**src/hdl/assert_macros.svh**
```systemverilog
// ---------------------------------------------------------------------------
// assertion macros shared by the scrambler rtl
// ---------------------------------------------------------------------------
`ifndef ASSERT_MACROS_SVH
`define ASSERT_MACROS_SVH

// next-cycle implication, sampled on aclk, quiet while in reset
`define SKBS_ASSERT_NEXT(label, ante, cons) \
    label: assert property (@(posedge aclk) disable iff (!aresetn) (ante) |=> (cons)) \
        else $error("scrambler assertion failed");

// same-cycle implication, sampled on aclk, quiet while in reset
`define SKBS_ASSERT_NOW(label, ante, cons) \
    label: assert property (@(posedge aclk) disable iff (!aresetn) (ante) |-> (cons)) \
        else $error("scrambler assertion failed");

`endif

```
**src/hdl/skbs_pkg.sv**
```systemverilog
// ---------------------------------------------------------------------------
// skbs_pkg
// types and round tables of the seeded key bit scrambler
// ---------------------------------------------------------------------------
`default_nettype none

package skbs_pkg;

    localparam int unsigned KEY_W     = 32;
    localparam int unsigned TAB_DEPTH = 32;

    // one entry of the force table: 1-based bit position and the value forced
    typedef struct packed {
        logic [5:0] pos;
        logic       val;
    } skbs_force_t;

    // one entry of the swap table: two 1-based bit positions
    typedef struct packed {
        logic [5:0] pos_a;
        logic [5:0] pos_b;
    } skbs_swap_t;

    // what travels from one cell to the next
    typedef struct packed {
        logic             valid;
        logic [KEY_W-1:0] seed;
        logic [KEY_W-1:0] key;
    } skbs_stage_t;

    localparam skbs_force_t FORCE_TAB [TAB_DEPTH][2] = '{
        '{'{6'd11, 1'b0}, '{6'd31, 1'b1}}, '{'{6'd9,  1'b1}, '{6'd26, 1'b0}},
        '{'{6'd10, 1'b1}, '{6'd2,  1'b1}}, '{'{6'd4,  1'b1}, '{6'd7,  1'b0}},
        '{'{6'd14, 1'b0}, '{6'd29, 1'b1}}, '{'{6'd27, 1'b1}, '{6'd11, 1'b0}},
        '{'{6'd8,  1'b0}, '{6'd21, 1'b1}}, '{'{6'd12, 1'b1}, '{6'd8,  1'b0}},
        '{'{6'd6,  1'b1}, '{6'd22, 1'b0}}, '{'{6'd32, 1'b1}, '{6'd6,  1'b1}},
        '{'{6'd7,  1'b1}, '{6'd30, 1'b0}}, '{'{6'd25, 1'b0}, '{6'd18, 1'b0}},
        '{'{6'd15, 1'b1}, '{6'd28, 1'b0}}, '{'{6'd3,  1'b0}, '{6'd16, 1'b1}},
        '{'{6'd22, 1'b0}, '{6'd19, 1'b0}}, '{'{6'd18, 1'b1}, '{6'd17, 1'b0}},
        '{'{6'd2,  1'b1}, '{6'd32, 1'b0}}, '{'{6'd1,  1'b0}, '{6'd24, 1'b1}},
        '{'{6'd24, 1'b0}, '{6'd14, 1'b1}}, '{'{6'd28, 1'b0}, '{6'd10, 1'b0}},
        '{'{6'd26, 1'b0}, '{6'd9,  1'b1}}, '{'{6'd13, 1'b1}, '{6'd13, 1'b0}},
        '{'{6'd30, 1'b1}, '{6'd1,  1'b1}}, '{'{6'd17, 1'b0}, '{6'd20, 1'b1}},
        '{'{6'd19, 1'b1}, '{6'd12, 1'b0}}, '{'{6'd5,  1'b1}, '{6'd5,  1'b0}},
        '{'{6'd21, 1'b0}, '{6'd23, 1'b1}}, '{'{6'd23, 1'b1}, '{6'd25, 1'b0}},
        '{'{6'd31, 1'b0}, '{6'd15, 1'b1}}, '{'{6'd29, 1'b0}, '{6'd3,  1'b0}},
        '{'{6'd20, 1'b0}, '{6'd27, 1'b1}}, '{'{6'd16, 1'b1}, '{6'd4,  1'b0}}
    };

    localparam skbs_swap_t SWAP_TAB [TAB_DEPTH][2] = '{
        '{'{6'd23, 6'd1 }, '{6'd20, 6'd32}}, '{'{6'd7,  6'd8 }, '{6'd6,  6'd5 }},
        '{'{6'd8,  6'd29}, '{6'd19, 6'd22}}, '{'{6'd29, 6'd11}, '{6'd24, 6'd27}},
        '{'{6'd9,  6'd10}, '{6'd18, 6'd2 }}, '{'{6'd25, 6'd26}, '{6'd17, 6'd26}},
        '{'{6'd4,  6'd17}, '{6'd9,  6'd23}}, '{'{6'd6,  6'd19}, '{6'd3,  6'd29}},
        '{'{6'd2,  6'd24}, '{6'd2,  6'd18}}, '{'{6'd16, 6'd30}, '{6'd10, 6'd11}},
        '{'{6'd27, 6'd28}, '{6'd13, 6'd20}}, '{'{6'd18, 6'd32}, '{6'd4,  6'd12}},
        '{'{6'd15, 6'd20}, '{6'd15, 6'd16}}, '{'{6'd3,  6'd22}, '{6'd14, 6'd21}},
        '{'{6'd5,  6'd6 }, '{6'd1,  6'd30}}, '{'{6'd13, 6'd25}, '{6'd7,  6'd31}},
        '{'{6'd14, 6'd31}, '{6'd26, 6'd3 }}, '{'{6'd21, 6'd12}, '{6'd11, 6'd17}},
        '{'{6'd31, 6'd2 }, '{6'd12, 6'd24}}, '{'{6'd11, 6'd23}, '{6'd5,  6'd28}},
        '{'{6'd32, 6'd3 }, '{6'd8,  6'd14}}, '{'{6'd10, 6'd13}, '{6'd25, 6'd4 }},
        '{'{6'd12, 6'd14}, '{6'd22, 6'd6 }}, '{'{6'd19, 6'd21}, '{6'd27, 6'd19}},
        '{'{6'd20, 6'd4 }, '{6'd23, 6'd25}}, '{'{6'd17, 6'd15}, '{6'd16, 6'd13}},
        '{'{6'd22, 6'd5 }, '{6'd21, 6'd7 }}, '{'{6'd24, 6'd7 }, '{6'd28, 6'd8 }},
        '{'{6'd26, 6'd27}, '{6'd32, 6'd1 }}, '{'{6'd28, 6'd9 }, '{6'd31, 6'd10}},
        '{'{6'd1,  6'd18}, '{6'd30, 6'd15}}, '{'{6'd30, 6'd16}, '{6'd29, 6'd9 }}
    };

    // 1-based table position to key bit index, wrapping modulo 32
    function automatic logic [4:0] pos_to_idx(input logic [5:0] pos);
        logic [5:0] diff;
        diff = pos - 6'd1;
        return diff[4:0];
    endfunction

endpackage

`default_nettype wire

```
**src/hdl/skbs_cell.sv**
```systemverilog
// ---------------------------------------------------------------------------
// skbs_cell
// one scrambler round: conditional bit force then a two-bit swap, registered
// ---------------------------------------------------------------------------
`default_nettype none

module skbs_cell
    import skbs_pkg::*;
#(
    parameter int unsigned ROUND = 0
) (
    input  wire logic        aclk,
    input  wire logic        aresetn,
    input  wire logic        advance,
    input  wire skbs_stage_t stage_in,
    output skbs_stage_t      stage_out
);

    localparam logic [4:0] RIDX = ROUND[4:0];

    logic             valid_reg;
    logic             valid_next;
    logic [KEY_W-1:0] seed_reg;
    logic [KEY_W-1:0] key_reg;
    logic [KEY_W-1:0] key_next;

    logic             row;
    skbs_force_t      force_ent;
    skbs_swap_t       swap_ent;
    logic [4:0]       force_idx;
    logic [4:0]       idx_a;
    logic [4:0]       idx_b;
    logic [KEY_W-1:0] key_forced;

    always_comb begin
        row       = stage_in.seed[RIDX];
        force_ent = FORCE_TAB[RIDX][row];
        swap_ent  = SWAP_TAB[RIDX][row];
        force_idx = pos_to_idx(force_ent.pos);
        idx_a     = pos_to_idx(swap_ent.pos_a);
        idx_b     = pos_to_idx(swap_ent.pos_b);

        key_forced = stage_in.key;
        if (stage_in.key[2:0] == 3'b000) begin
            key_forced[force_idx] = force_ent.val;
        end

        // equal positions leave the key as it is
        key_next        = key_forced;
        key_next[idx_a] = key_forced[idx_b];
        key_next[idx_b] = key_forced[idx_a];

        valid_next = advance ? stage_in.valid : valid_reg;
    end

    always_ff @(posedge aclk) begin
        if (!aresetn) begin
            valid_reg <= 1'b0;
        end else begin
            valid_reg <= valid_next;
        end
    end

    always_ff @(posedge aclk) begin
        if (advance) begin
            seed_reg <= stage_in.seed;
            key_reg  <= key_next;
        end
    end

    assign stage_out.valid = valid_reg;
    assign stage_out.seed  = seed_reg;
    assign stage_out.key   = key_reg;

endmodule

`default_nettype wire

```
**src/hdl/seeded_key_bit_scrambler_top.sv**
```systemverilog
// ---------------------------------------------------------------------------
// seeded_key_bit_scrambler_top
// seeded key bit scrambler, one round per cell
// ---------------------------------------------------------------------------
// A row of ROUNDS cells, one per round, each registering its result. A key
// passes through the cell registers in turn from input transfer to output
// valid. The chain accepts one new key every cycle unless halted; the whole
// row halts only while the last cell holds a result that m_tready has not yet taken.
`default_nettype none

`include "assert_macros.svh"

module seeded_key_bit_scrambler_top
    import skbs_pkg::*;
#(
    parameter int unsigned ROUNDS = 32
) (
    input  wire logic        aclk,
    input  wire logic        aresetn,
    input  wire logic        s_tvalid,
    output logic             s_tready,
    input  wire logic [63:0] s_tdata,   // seed [31:0], key_in [63:32]
    output logic             m_tvalid,
    input  wire logic        m_tready,
    output logic [31:0]      m_tdata    // key_out [31:0]
);

    skbs_stage_t stage [ROUNDS+1];
    logic        advance;

    // the row moves whenever the last cell is empty or being drained
    assign advance  = !stage[ROUNDS].valid || m_tready;
    assign s_tready = advance;

    assign stage[0].valid = s_tvalid;
    assign stage[0].seed  = s_tdata[31:0];
    assign stage[0].key   = s_tdata[63:32];

    for (genvar r = 0; r < ROUNDS; r++) begin : g_round
        skbs_cell #(
            .ROUND (r)
        ) u_cell (
            .aclk      (aclk),
            .aresetn   (aresetn),
            .advance   (advance),
            .stage_in  (stage[r]),
            .stage_out (stage[r+1])
        );
    end

    assign m_tvalid = stage[ROUNDS].valid;
    assign m_tdata  = stage[ROUNDS].key;

    // an accepted transfer lands in the first cell
    `SKBS_ASSERT_NEXT(a_accept_enters, s_tvalid && s_tready, stage[1].valid)
    // a stalled row keeps its first cell untouched
    `SKBS_ASSERT_NEXT(a_stall_holds, !s_tready, $stable(stage[1]))
    // the row only halts behind a waiting result
    `SKBS_ASSERT_NOW(a_stall_cause, !s_tready, m_tvalid && !m_tready)

endmodule

`default_nettype wire
```
**config.mk**
```make
export PLATFORM = sky130hd
export DESIGN_NAME = seeded_key_bit_scrambler_top
export DESIGN_NICKNAME = d
export VERILOG_FILES = /design/src/hdl/skbs_pkg.sv /design/src/hdl/skbs_cell.sv /design/src/hdl/seeded_key_bit_scrambler_top.sv
export VERILOG_INCLUDE_DIRS = /design/src /design/src/hdl
export SDC_FILE = /design/constraint.sdc
export NUM_CORES = 1
export LEC_CHECK = 0
export ABC_CLOCK_PERIOD_IN_PS = 11000
export BUFFER_PORTS_ARGS = -buffer_cell sky130_fd_sc_hd__buf_4
export CORE_MARGIN = 5
export CORE_UTILIZATION = 64
export CTS_BUF_LIST = sky130_fd_sc_hd__clkbuf_4 sky130_fd_sc_hd__clkbuf_8
export DETAILED_ROUTE_END_ITERATION = 12
export PLACE_DENSITY = 0.81
export SKIP_CTS_REPAIR_TIMING = 1
export SLEW_MARGIN = 10
export SYNTH_ARGS = -nofsm -noshare
export SYNTH_HDL_FRONTEND = slang
export SYNTH_SLANG_ARGS = --single-unit
```
**constraint.sdc**
```tcl
create_clock -name aclk -period 11 [get_ports aclk]
set_clock_uncertainty 0.1 [all_clocks]
set_input_delay 1.1 -clock aclk [delete_from_list [all_inputs] [get_ports aclk]]
set_output_delay 1.1 -clock aclk [all_outputs]
set_load 0.1 [all_outputs]
```
-- Word-level counts from Yosys, hierarchy flattened
Index checks and enable logic that the tools add are counted.
- bitwise operators: 32
- add/sub/neg operators: 96
- reductions and logical operators: 130
- multiplexer cells: 640
- $lt $le $gt $ge: 224
- operators with widths (operator ; number):
    bitwise mux 32 bit ; 96
    two-way mux 32 bit ; 32
    two-way mux 11 bit ; 76
    < comparator 5 x 6 -> 1 bit (second input constant) ; 96
    two-way mux 6 bit ; 82
    demux 1 bit (select 5 bit) ; 96
    >= comparator 5 x 1 -> 1 bit (second input constant) ; 96
    subtractor 5 x 1 -> 5 bit (second input constant) ; 96
    binary-select mux 1 bit (select 5 bit) ; 64
    two-way mux 1 bit ; 162
    logical AND 1 bit ; 96
    logical NOT 3 bit ; 32
    two-way mux 10 bit ; 7
    >= comparator 2 bit (second input constant) ; 32
    inverter 1 -> 2 bit ; 32
    two-way mux 8 bit ; 5
    two-way mux 9 bit ; 4
    two-way mux 4 bit ; 5
    two-way mux 5 bit ; 4
    two-way mux 3 bit ; 5
    two-way mux 7 bit ; 2
    logical NOT 1 bit ; 1
    logical OR 1 bit ; 1
- register bits: 2048
- bits of input ports: 68
- output and inout bits: 34

-- Depth between registers and ports, before layout
Gate-level depths: netlist of the first run.
- word-level depth: 15
- mapped depth: 6
- mapped depth without buffers: 4

-- Cells and area by module
A second synthesis of the first run with hierarchy kept.
- cells, all modules: 2586
- area, all modules: 65668.0 µm²
- by module, submodules not included (module ; area each (µm²) ; cells each ; instances):
    skbs_cell at g_round[0].u_cell ... ; 2035.7 ; 75 ; 4
    skbs_cell at g_round[15].u_cell ... ; 2034.5 ; 76 ; 4
    skbs_cell at g_round[1].u_cell ... ; 2132.0 ; 102 ; 2
    skbs_cell at g_round[5].u_cell ... ; 2023.2 ; 75 ; 2
    skbs_cell at g_round[13].u_cell ; 2133.3 ; 101 ; 1
    skbs_cell at g_round[11].u_cell ; 2129.5 ; 102 ; 1
    skbs_cell at g_round[30].u_cell ; 2080.7 ; 87 ; 1
    skbs_cell at g_round[17].u_cell ; 2077.0 ; 86 ; 1
    skbs_cell at g_round[23].u_cell ; 2072.0 ; 87 ; 1
    skbs_cell at g_round[3].u_cell ; 2057.0 ; 82 ; 1
    skbs_cell at g_round[9].u_cell ; 2053.2 ; 81 ; 1
    skbs_cell at g_round[18].u_cell ; 2050.7 ; 81 ; 1
    skbs_cell at g_round[6].u_cell ; 2050.7 ; 79 ; 1
    skbs_cell at g_round[16].u_cell ; 2048.2 ; 79 ; 1
    +11 rows ; - ; - ; -

-- Worst setup path before layout of the first run
OpenSTA, ideal clock, no wires.
- path kind: input to output
- start point: input m_tready
- end point: output s_tready
- cell stages on the path: 4
- path slack: 1.404 ns
- required time: 9.800 ns
- arrival time: 8.396 ns
- cells stage by stage: nor2b_4 buf_6 clkinv_4 buf_6
- longest elaborated chain between the ends: 1
- RTL lines (element ; line ; source):
    start: declaration ; seeded_key_bit_scrambler_top.sv:24 ; input wire logic m_tready,
    logical OR 1 bit ; seeded_key_bit_scrambler_top.sv:32 ; assign advance = !stage[ROUNDS].valid || m_tready;
    end: declaration ; seeded_key_bit_scrambler_top.sv:21 ; output logic s_tready,
Every way passes these cells.

-- Worst setup path after layout of the first run
Ends and elaborated chain as after synthesis.

==> flow_summary_export.csv, run 1 <==
group,metric,value,unit
status,status,"complete, no violations",
logic_synthesis,synth_compound_area_share,1.64,%
timing,maxSlewHeadroom,15.8,%
detailed_routing,wirelength,61500,µm
worst_hold_path,worstHoldPathType,"reg -> reg",
clocking,htreeDepth,4,
timing,setup_tns,0,ns
clocking,clockBufferDepth,3,
power_and_ir_drop,power.leakage,20.1,nW
cells_and_area,mostFrequentLayoutCells,"edfxtp_1, clkbuf_8, mux2_2",
logic_synthesis,synth_cell_types,25,
global_routing,met2_usage,28.1,%
setup_path,cp.arrival,3.04,ns
timing,setup_viol_count_final,0,
global_routing,grt_pass1_wl,98300,µm
setup_path,worstPathMaxFanout,188,
timing,holdWs,0.281,ns
power_and_ir_drop,powerDensity,215,nW/µm²
die,die_h,289,µm
cells_and_area,drive_gt1_share,24.9,%
die,placementRows,102,
die,die_w,289,µm
logic_synthesis,ys_ff_latch,1552,
logic_synthesis,avgSynthCellArea,24.0,µm²
die,start_util,64.3,%
detailed_routing,vias,17539,
detailed_routing,drt-pass1-iter-count,5,
detailed_routing,viasPerCell,5.11,
logic_synthesis,yosysTopAreaCellShare,91.9,%
logic_synthesis,synth-xor-area-share,0,%
cells_and_area,stdcell_area,55400,µm²
timing,worst_pin_slew,1.26,ns
logic_synthesis,synth_top_family_by_area,"multiplexers",
timing,hold_viol,0,
timing,fin_crit,4.24,ns
clocking,clockRootBuffer,"clkbuf_8",
timing,drv_slew,0,
detailed_routing,wl_per_cell,17.9,µm
clocking,cts_sinks,1552,
die,ios,102,
worst_hold_path,min-delay-start,"g_round[20].u_cell.key_reg[18]",
placement,placed_area,51100,µm²
global_routing,antenna_found_initial,1,
logic_synthesis,synthMuxAreaShare,2.58,%
placement,port_buffers,101,
logic_synthesis,synth_fa_ha_area_share,0,%
global_routing,use_met3,3.84,%
global_routing,grt_max_degree,231,
placement,hpwlAfterDp,31200,µm
timing,fmax,0.236,GHz
setup_path,worstSetupStartpoint,"m_tready",
logic_synthesis,syn_inst,2072,
cells_and_area,finish.net_count,2287,
setup_path,start_kind,"primary input",
cells_and_area,seqCellArea,46300,µm²
power_and_ir_drop,ir_drop,0.000167,V
setup_path,cp.required,9.80,ns
clocking,clk_latency,0.83,ns
die,core_region_area,77200,µm²
logic_synthesis,yosys.area.top_type,"edfxtp_1",
cells_and_area,multi_input_area,2590,µm²
logic_synthesis,synthSimpleGateAreaFrac,0.982,%
detailed_routing,first_iter_violations,1207,
setup_path,rr_startpoint,"g_round[31].u_cell.valid_reg",
placement,gp_congestion,0.703,
logic_synthesis,yosys-top-cells-area,"edfxtp_1, mux2_2, clkbuf_1",
global_routing,use_met1,16.6,%
die,die-area,83300,µm²
setup_path,critPathCaptureType,"output port",
detailed_routing,postRouteAntennaNets,0,
job,max_cap_violations,0,
logic_synthesis,synth_nets,2140,
timing,rsz0062_at_grt,"no",
global_routing,grt_pass1_vias,18736,
timing,fin_crit_sh,38.5,%
cells_and_area,largest_register_ff_count,1024,
global_routing,gr-max-usage-layer,"met2",
cells_and_area,final_common_cell,"edfxtp_1",
clocking,clk_pin_slew_worst_paths,0.06,ns
clocking,numCtsBuffers,218,
detailed_routing,drc,0,
clocking,cts_tree,"done",
logic_synthesis,ys_warn_count,0,
cells_and_area,fill_cells,3784,
logic_synthesis,yosysSeqAreaShare,93.2,%
setup_path,worstSetupPathType,"in -> out",
cells_and_area,syn_to_final_growth,11.4,%
logic_synthesis,syn_area,49700,µm²
global_routing,track_usage,15.2,%
global_routing,grt-ovfl-total,0,
critical path: stages:
cell,delay [ns]
buf_4,0.12
nor2b_4,0.68
clkinv_16,0.63
buf_4,0.45
routing by layer:
| layer | routed length (µm) | vias to the layer above |
|---|---|---|
| met1 | 22300 | 8663 |
| met3 | 2790 | 121 |
| li1 | - | 8321 |
| met2 | 34700 | 434 |
| met5 | 0 | - |
| met4 | 1710 | 0 |
cells by family (layout without fill, tap and decap cells):
logic type,after synthesis,count (layout)
DFF,1552,1552
other,0,1
buffers and inverters,203,524
AOI/OAI and AO/OA,92,92
and+or+nand+nor,111,111
muxes,114,114
report_power, final:
part	internal, mW	switching [mW]
Clock	2.21	2.05
Sequential	7.11	0.200
Combinational	0.108	0.210
cells in the mapped netlist:
library cell  number
a21boi_0          15
a21boi_2          29
a21o_1            24
a21oi_1            4
buf_4              3
buf_6              4
clkbuf_1         180
clkinv_4           1
dfxtp_1           32
edfxtp_1        1520
inv_1             14
inv_2              1
mux2_2           114
nand2_1           68
nand2b_1           3
nor2_1             5
nor2b_4            1
nor3_1            29
nor4b_1            2
o21a_1             1
o21ai_0            6
o22ai_1            1
o311ai_0           1
o41a_1            11
or2_2              3
final cells by class:
class | instances | share of cell area, %
well taps | 1040 | 2.35
flip-flops and latches | 1552 | 83.6
clock buffers | 296 | 6.49
multi-input cells | 317 | 4.67
inverters | 16 | 0.156
clock inverters | 98 | 1.14
repair buffers | 114 | 1.59
diodes | 1 | 0.00452
stage by stage:
| step | util, % | total power, mW | cells | setup slack (ns) |
|---|---|---|---|---|
| floorplan | - | 7.61 | 2072 | 1.40 |
| global placement | 66.2 | 7.68 | 3039 | 6.78 |
| detailed placement | 66.2 | 7.75 | 3039 | 6.63 |
| CTS | 71.7 | 12.0 | 3433 | 6.64 |
| global route | 71.7 | 12.4 | 3434 | 6.52 |
| finish | 71.7 | 11.9 | 3434 | 6.76 |
final timing paths:
path                                          to  slack [ns]  cells past startpoint
setup / recovery                        s_tready        6.76                      4
hold / removal    g_round[21].u_cell.key_reg[18]        0.28                      0
setup reg to reg  g_round[17].u_cell.key_reg[12]        7.50                      4
hold reg to reg   g_round[21].u_cell.key_reg[18]        0.28                      0
(Power assumes the default switching activity.)
==> run 2, diff against run 1 <==
ABC_CLOCK_PERIOD_IN_PS = 4400   (was 11000)
clock period = 4.4 ns   (was 11 ns; I/O delays follow)
==> run 2 against run 1 <==
Against the previous run: cell count is 1.9% higher; first-iteration DRC count is 36% higher; utilization is 1.2 points higher; sequential share of layout area is 1.4 points lower; clock-buffer cell count is 3 higher; wire length is 7.6% higher; via count is 2.9% higher; combinational power grew to 2.7 times the previous value; sequential power grew to 2.5 times the previous value; total power grew to 2.5 times the previous value; design area is 1.7% higher; critical path depth is 1 lower; critical path type is now reg -> out.
==> flow_summary_export.csv, run 2 (synthesized netlist as in run 1, its figures left out) <==
group,metric,value,unit
global_routing,grt_pass1_vias,18609,
status,status,"complete, no violations",
die,placementRows,102,
global_routing,use_met1,16.4,%
timing,worst_pin_slew,1.01,ns
placement,hpwlAfterDp,32200,µm
timing,rsz0062_at_grt,"no",
die,ios,102,
die,core_region_area,77200,µm²
cells_and_area,syn_to_final_growth,13.3,%
power_and_ir_drop,powerDensity,533,nW/µm²
cells_and_area,largest_register_ff_count,1024,
placement,placed_cells,3043,
detailed_routing,first_iter_violations,1639,
die,die-area,83300,µm²
timing,fin_crit,3.56,ns
setup_path,rr_endpoint,"g_round[31].u_cell.key_reg[0]",
placement,gp_congestion,0.701,
die,die_w,289,µm
clocking,clockBufferDepth,3,
timing,worst_slack,0.840,ns
worst_hold_path,holdPathEnd,"g_round[0].u_cell.key_reg[8]",
job,max_cap_violations,0,
timing,drv_slew,0,
timing,maxSlewHeadroom,32.4,%
setup_path,cp.required,3.86,ns
global_routing,met2_usage,28.0,%
setup_path,worstSetupPathType,"reg -> out",
worst_hold_path,worstHoldPathType,"in -> reg",
detailed_routing,viasPerCell,5.16,
placement,port_buffers,101,
power_and_ir_drop,ir_drop,0.000343,V
cells_and_area,finish.net_count,2361,
detailed_routing,postRouteAntennaNets,0,
timing,setup_tns,0,ns
detailed_routing,wirelength,66200,µm
clocking,cts_tree,"done",
clocking,htreeDepth,4,
setup_path,worstPathMaxFanout,148,
detailed_routing,drc,0,
cells_and_area,mostFrequentLayoutCells,"edfxtp_1, clkbuf_8, mux2_2",
cells_and_area,fin_cells,3499,
worst_hold_path,hold-path-cell-count,2,
die,start_util,64.3,%
timing,fmax,0.281,GHz
timing,setup_viol_count_final,0,
setup_path,critPathCaptureType,"output port",
die,die_h,289,µm
detailed_routing,vias,18039,
setup_path,start_kind,"flop",
setup_path,r2r_setup_slack,1.44,ns
clocking,cts_sinks,1552,
power_and_ir_drop,power,30.0,mW
cells_and_area,drive_gt1_share,24.3,%
global_routing,track_usage,14.9,%
clocking,clockRootBuffer,"clkbuf_8",
detailed_routing,drt-pass1-iter-count,5,
clocking,numCtsBuffers,214,
clocking,clk_latency,0.83,ns
global_routing,use_met3,3.91,%
global_routing,grt_pass1_wl,96700,µm
clocking,clk_pin_slew_worst_paths,0.08,ns
global_routing,gr-max-usage-layer,"met2",
setup_path,rr_startpoint,"g_round[31].u_cell.valid_reg",
setup_path,r2r_cells,3,
worst_hold_path,min-delay-start,"s_tdata[40]",
global_routing,antenna_found_initial,1,
setup_path,cp.arrival,3.02,ns
timing,fin_crit_sh,80.9,%
cells_and_area,final_common_cell,"edfxtp_1",
global_routing,grt-ovfl-total,0,
timing,holdWs,0.198,ns
global_routing,grt_max_degree,201,
timing,hold_viol,0,
power_and_ir_drop,power.leakage,20.5,nW
placement,dpl_worst_slack,1.38,ns
detailed_routing,wl_per_cell,18.9,µm
-- run 2: cell types whose count changed in the layout (fill, tap and decap cells not counted), moves of 3 or more --
cell,before,now
inv_16,1,7
dlygate4sd3_1,0,74
clkinv_1,61,51
clkinvlp_4,5,0
clkinv_8,3,0
buf_4,112,109
clkinv_2,18,11
buf_12,2,9
-- run 2: worst max-delay path, stage by stage (launching register included) --
cell and delay [ns]:
dfxtp_4 0.34, nor2b_4 0.71, clkinv_16 0.54, buf_4 0.45
-- run 2: worst max-delay path by stage --
stage	start	end	slack [ns]	depth (start not counted)
2_1_floorplan	g_round[31].u_cell.valid_reg	g_round[17].u_cell.valid_reg	-0.67	6
3_3_place_gp	m_tready	g_round[31].u_cell.key_reg[5]	1.49	4
3_5_place_dp	m_tready	g_round[31].u_cell.key_reg[10]	1.38	4
4_1_cts	g_round[31].u_cell.valid_reg	s_tready	0.79	3
5_1_grt	g_round[31].u_cell.valid_reg	s_tready	0.68	3
6_report	g_round[31].u_cell.valid_reg	s_tready	0.84	3
-- run 2: final cells by class --
type / instances / area, µm²
diodes: 1 / 2.50
clock buffers: 299 / 3620
clock inverters: 82 / 663
fillers: 3691 / 20900
inverters: 16 / 86.3
multi-input cells: 317 / 2590
flip-flops and latches: 1552 / 46300
well taps: 1040 / 1300
repair buffers: 192 / 1740
-- run 2: metrics by stage --
step / cell area, µm² / utilization (%)
2_1_floorplan: 49700 / -
3_3_place_gp: 51300 / 66.4
3_5_place_dp: 51300 / 66.4
4_1_cts: 55500 / 71.9
5_1_grt: 56300 / 72.9
6_report: 56300 / 72.9
-- run 2: report_power, final --
part	total, mW	switching (mW)	internal (mW)
logic	0.854	0.541	0.313
registers	18.3	0.528	17.8
clock network	10.9	5.18	5.69
total	30.0	6.25	23.8
-- run 2: layer usage --
layer / wire (µm) / vias to the layer above
met5: 0 / -
met4: 1450 / 0
met3: 3180 / 123
met2: 38400 / 474
met1: 23200 / 8987
li1: - / 8455
==> run 3, diff against run 2 <==
ABC_AREA = 1   (was not set)
ABC_CLOCK_PERIOD_IN_PS = 3600   (was 4400)
clock period = 3.6 ns   (was 4.4 ns; I/O delays follow)
==> run 3 against run 2 <==
Against the previous run: total power rose by 25%; global-route usage up 1.8 points; largest power group unchanged; critical endpoint is now g_round[0].u_cell.valid_reg; critical path depth grew 3; design area increased by 1.5%; sequential share of layout area fell by 1.2 points; highest routed layer unchanged; setup slack better by 0.0069 ns; hold slack got worse by 0.090 ns; clock power rose by 23%; cell count increased by 13%; first-iteration DRC count decreased by 1.2%.
==> flow_summary_export.csv, run 3 <==
group,metric,value,unit
status,status,"complete, no violations",
timing,hold_viol,0,
placement,port_buffers,101,
logic_synthesis,yosys.area.top_type,"edfxtp_1",
power_and_ir_drop,power,37.4,mW
timing,holdWs,0.108,ns
die,die_h,290,µm
setup_path,start_kind,"flop",
logic_synthesis,syn_area,50200,µm²
logic_synthesis,ys.flop_type,"edfxtp_1",
logic_synthesis,synthTopCellsByCount,"edfxtp_1, nand2_1, clkbuf_1",
detailed_routing,wl_per_cell,19.2,µm
timing,worst_pin_slew,0.684,ns
logic_synthesis,yosysTopAreaCellShare,90.9,%
global_routing,track_usage,16.8,%
placement,placed_cells,3494,
setup_path,critPathCaptureType,"flop",
logic_synthesis,synth_nets,2571,
cells_and_area,fill_cells,3713,
timing,maxSlewHeadroom,54.3,%
clocking,htreeDepth,4,
logic_synthesis,yosysSeqAreaShare,92.2,%
global_routing,met2_usage,31.9,%
cells_and_area,fin_cells,3957,
detailed_routing,wirelength,76000,µm
cells_and_area,largest_register_ff_count,1024,
die,ios,102,
cells_and_area,syn_to_final_growth,13.8,%
timing,drv_slew,0,
logic_synthesis,async_reset_ff_share,0,%
global_routing,antenna_found_initial,1,
clocking,numCtsBuffers,216,
global_routing,gr-max-usage-layer,"met2",
detailed_routing,drc,0,
logic_synthesis,synth_cell_types,21,
logic_synthesis,yosys-top-cells-area,"edfxtp_1, nand2_1, clkbuf_1",
setup_path,worstSetupPathType,"reg -> reg",
timing,setup_tns,0,ns
logic_synthesis,ys_ff_latch,1552,
timing,rsz0062_at_grt,"no",
die,core_region_area,77600,µm²
die,placementRows,102,
die,die-area,84200,µm²
setup_path,cp.arrival,3.44,ns
logic_synthesis,synth-edff-count,1520,
global_routing,grt_max_degree,102,
timing,setup_viol_count_final,0,
clocking,cts_sinks,1552,
power_and_ir_drop,power.leakage,21.9,nW
setup_path,worstPathMaxFanout,34,
timing,fin_crit,2.75,ns
clocking,clk_latency,0.87,ns
global_routing,grt_pass1_wl,111000,µm
global_routing,grt_pass1_vias,21362,
logic_synthesis,ys_warn_count,0,
logic_synthesis,avgSynthCellArea,20.1,µm²
worst_hold_path,worstHoldPathType,"in -> reg",
cells_and_area,mostFrequentLayoutCells,"edfxtp_1, nand2_1, clkbuf_8",
logic_synthesis,synth.most_common_cell,"edfxtp_1",
detailed_routing,first_iter_violations,1619,
detailed_routing,postRouteAntennaNets,0,
die,start_util,64.7,%
detailed_routing,drt-pass1-iter-count,5,
power_and_ir_drop,ir_drop,0.000618,V
job,max_cap_violations,0,
detailed_routing,vias,20656,
timing,worst_slack,0.847,ns
clocking,clk_pin_slew_worst_paths,0.07,ns
cells_and_area,finish.net_count,2814,
clocking,clockRootBuffer,"clkbuf_8",
placement,hpwlAfterDp,37800,µm
placement,dpl_worst_slack,1.42,ns
global_routing,use_met1,18.1,%
cells_and_area,drive_gt1_share,16.7,%
cells_and_area,final_common_cell,"edfxtp_1",
timing,fmax,0.363,GHz
die,die_w,290,µm
global_routing,use_met3,3.72,%
logic_synthesis,syn_inst,2503,
global_routing,grt-ovfl-total,0,
clocking,clockBufferDepth,3,
clocking,cts_tree,"done",
power_and_ir_drop,powerDensity,654,nW/µm²
placement,gp_congestion,0.750,
timing,fin_crit_sh,76.5,%
detailed_routing,viasPerCell,5.22,
setup_path,cp.required,4.28,ns
run 3: final cells by class:
type / instances / area, µm² / area share, %
repair buffers: 225 / 2110 / 3.70
diodes: 1 / 2.50 / 0.00438
multi-input cells: 579 / 2510 / 4.40
inverters: 172 / 646 / 1.13
clock inverters: 98 / 751 / 1.31
flip-flops and latches: 1552 / 46300 / 81.0
well taps: 1040 / 1300 / 2.28
clock buffers: 290 / 3530 / 6.18
run 3: kinds of logic after synthesis:
family | count (synthesis) | share of synthesized area, %
AOI/OAI and AO/OA | 133 | 1.45
buffers and inverters | 372 | 2.85
DFF | 1552 | 92.2
and+or+nand+nor | 446 | 3.53
run 3: metrics by stage:
step | area (µm²) | utilization [%]
final | 57100 | 73.7
after detailed placement | 52100 | 67.2
after global placement | 52100 | 67.2
after global routing | 57100 | 73.7
after CTS | 56400 | 72.7
after floorplan | 50200 | -
run 3: routing by layer:
layer,vias to the layer above,part of all wire (%)
met1,10282,34
met4,0,2.7
li1,9557,-
met5,-,0
met2,660,58
met3,157,4.6
run 3: where the power goes:
group,internal [mW],switching [mW],leakage [nW]
clock,6.85,6.55,2.26
combinational,0.345,0.911,2.99
sequential,22.0,0.726,16.6
total,29.2,8.19,21.9
run 3: final timing paths:
kind	cells past startpoint	slack (ns)	startpoint	to
worst max-delay path	6	0.85	g_round[31].u_cell.valid_reg	g_round[0].u_cell.valid_reg
worst min-delay path	2	0.11	s_tdata[2]	g_round[0].u_cell.seed_reg[2]
worst max register to register	6	0.85	g_round[31].u_cell.valid_reg	g_round[0].u_cell.valid_reg
worst min register to register	0	0.29	g_round[9].u_cell.key_reg[11]	g_round[10].u_cell.key_reg[11]
run 3: worst max-delay path, cell delays in order, from the launching register on:
cell and delay (ns):
dfxtp_4 0.59, inv_2 0.08, nor2_4 0.54, nor2_1 0.11
dlygate4sd3_1 0.61, nor2_1 0.10, dlygate4sd3_1 0.54
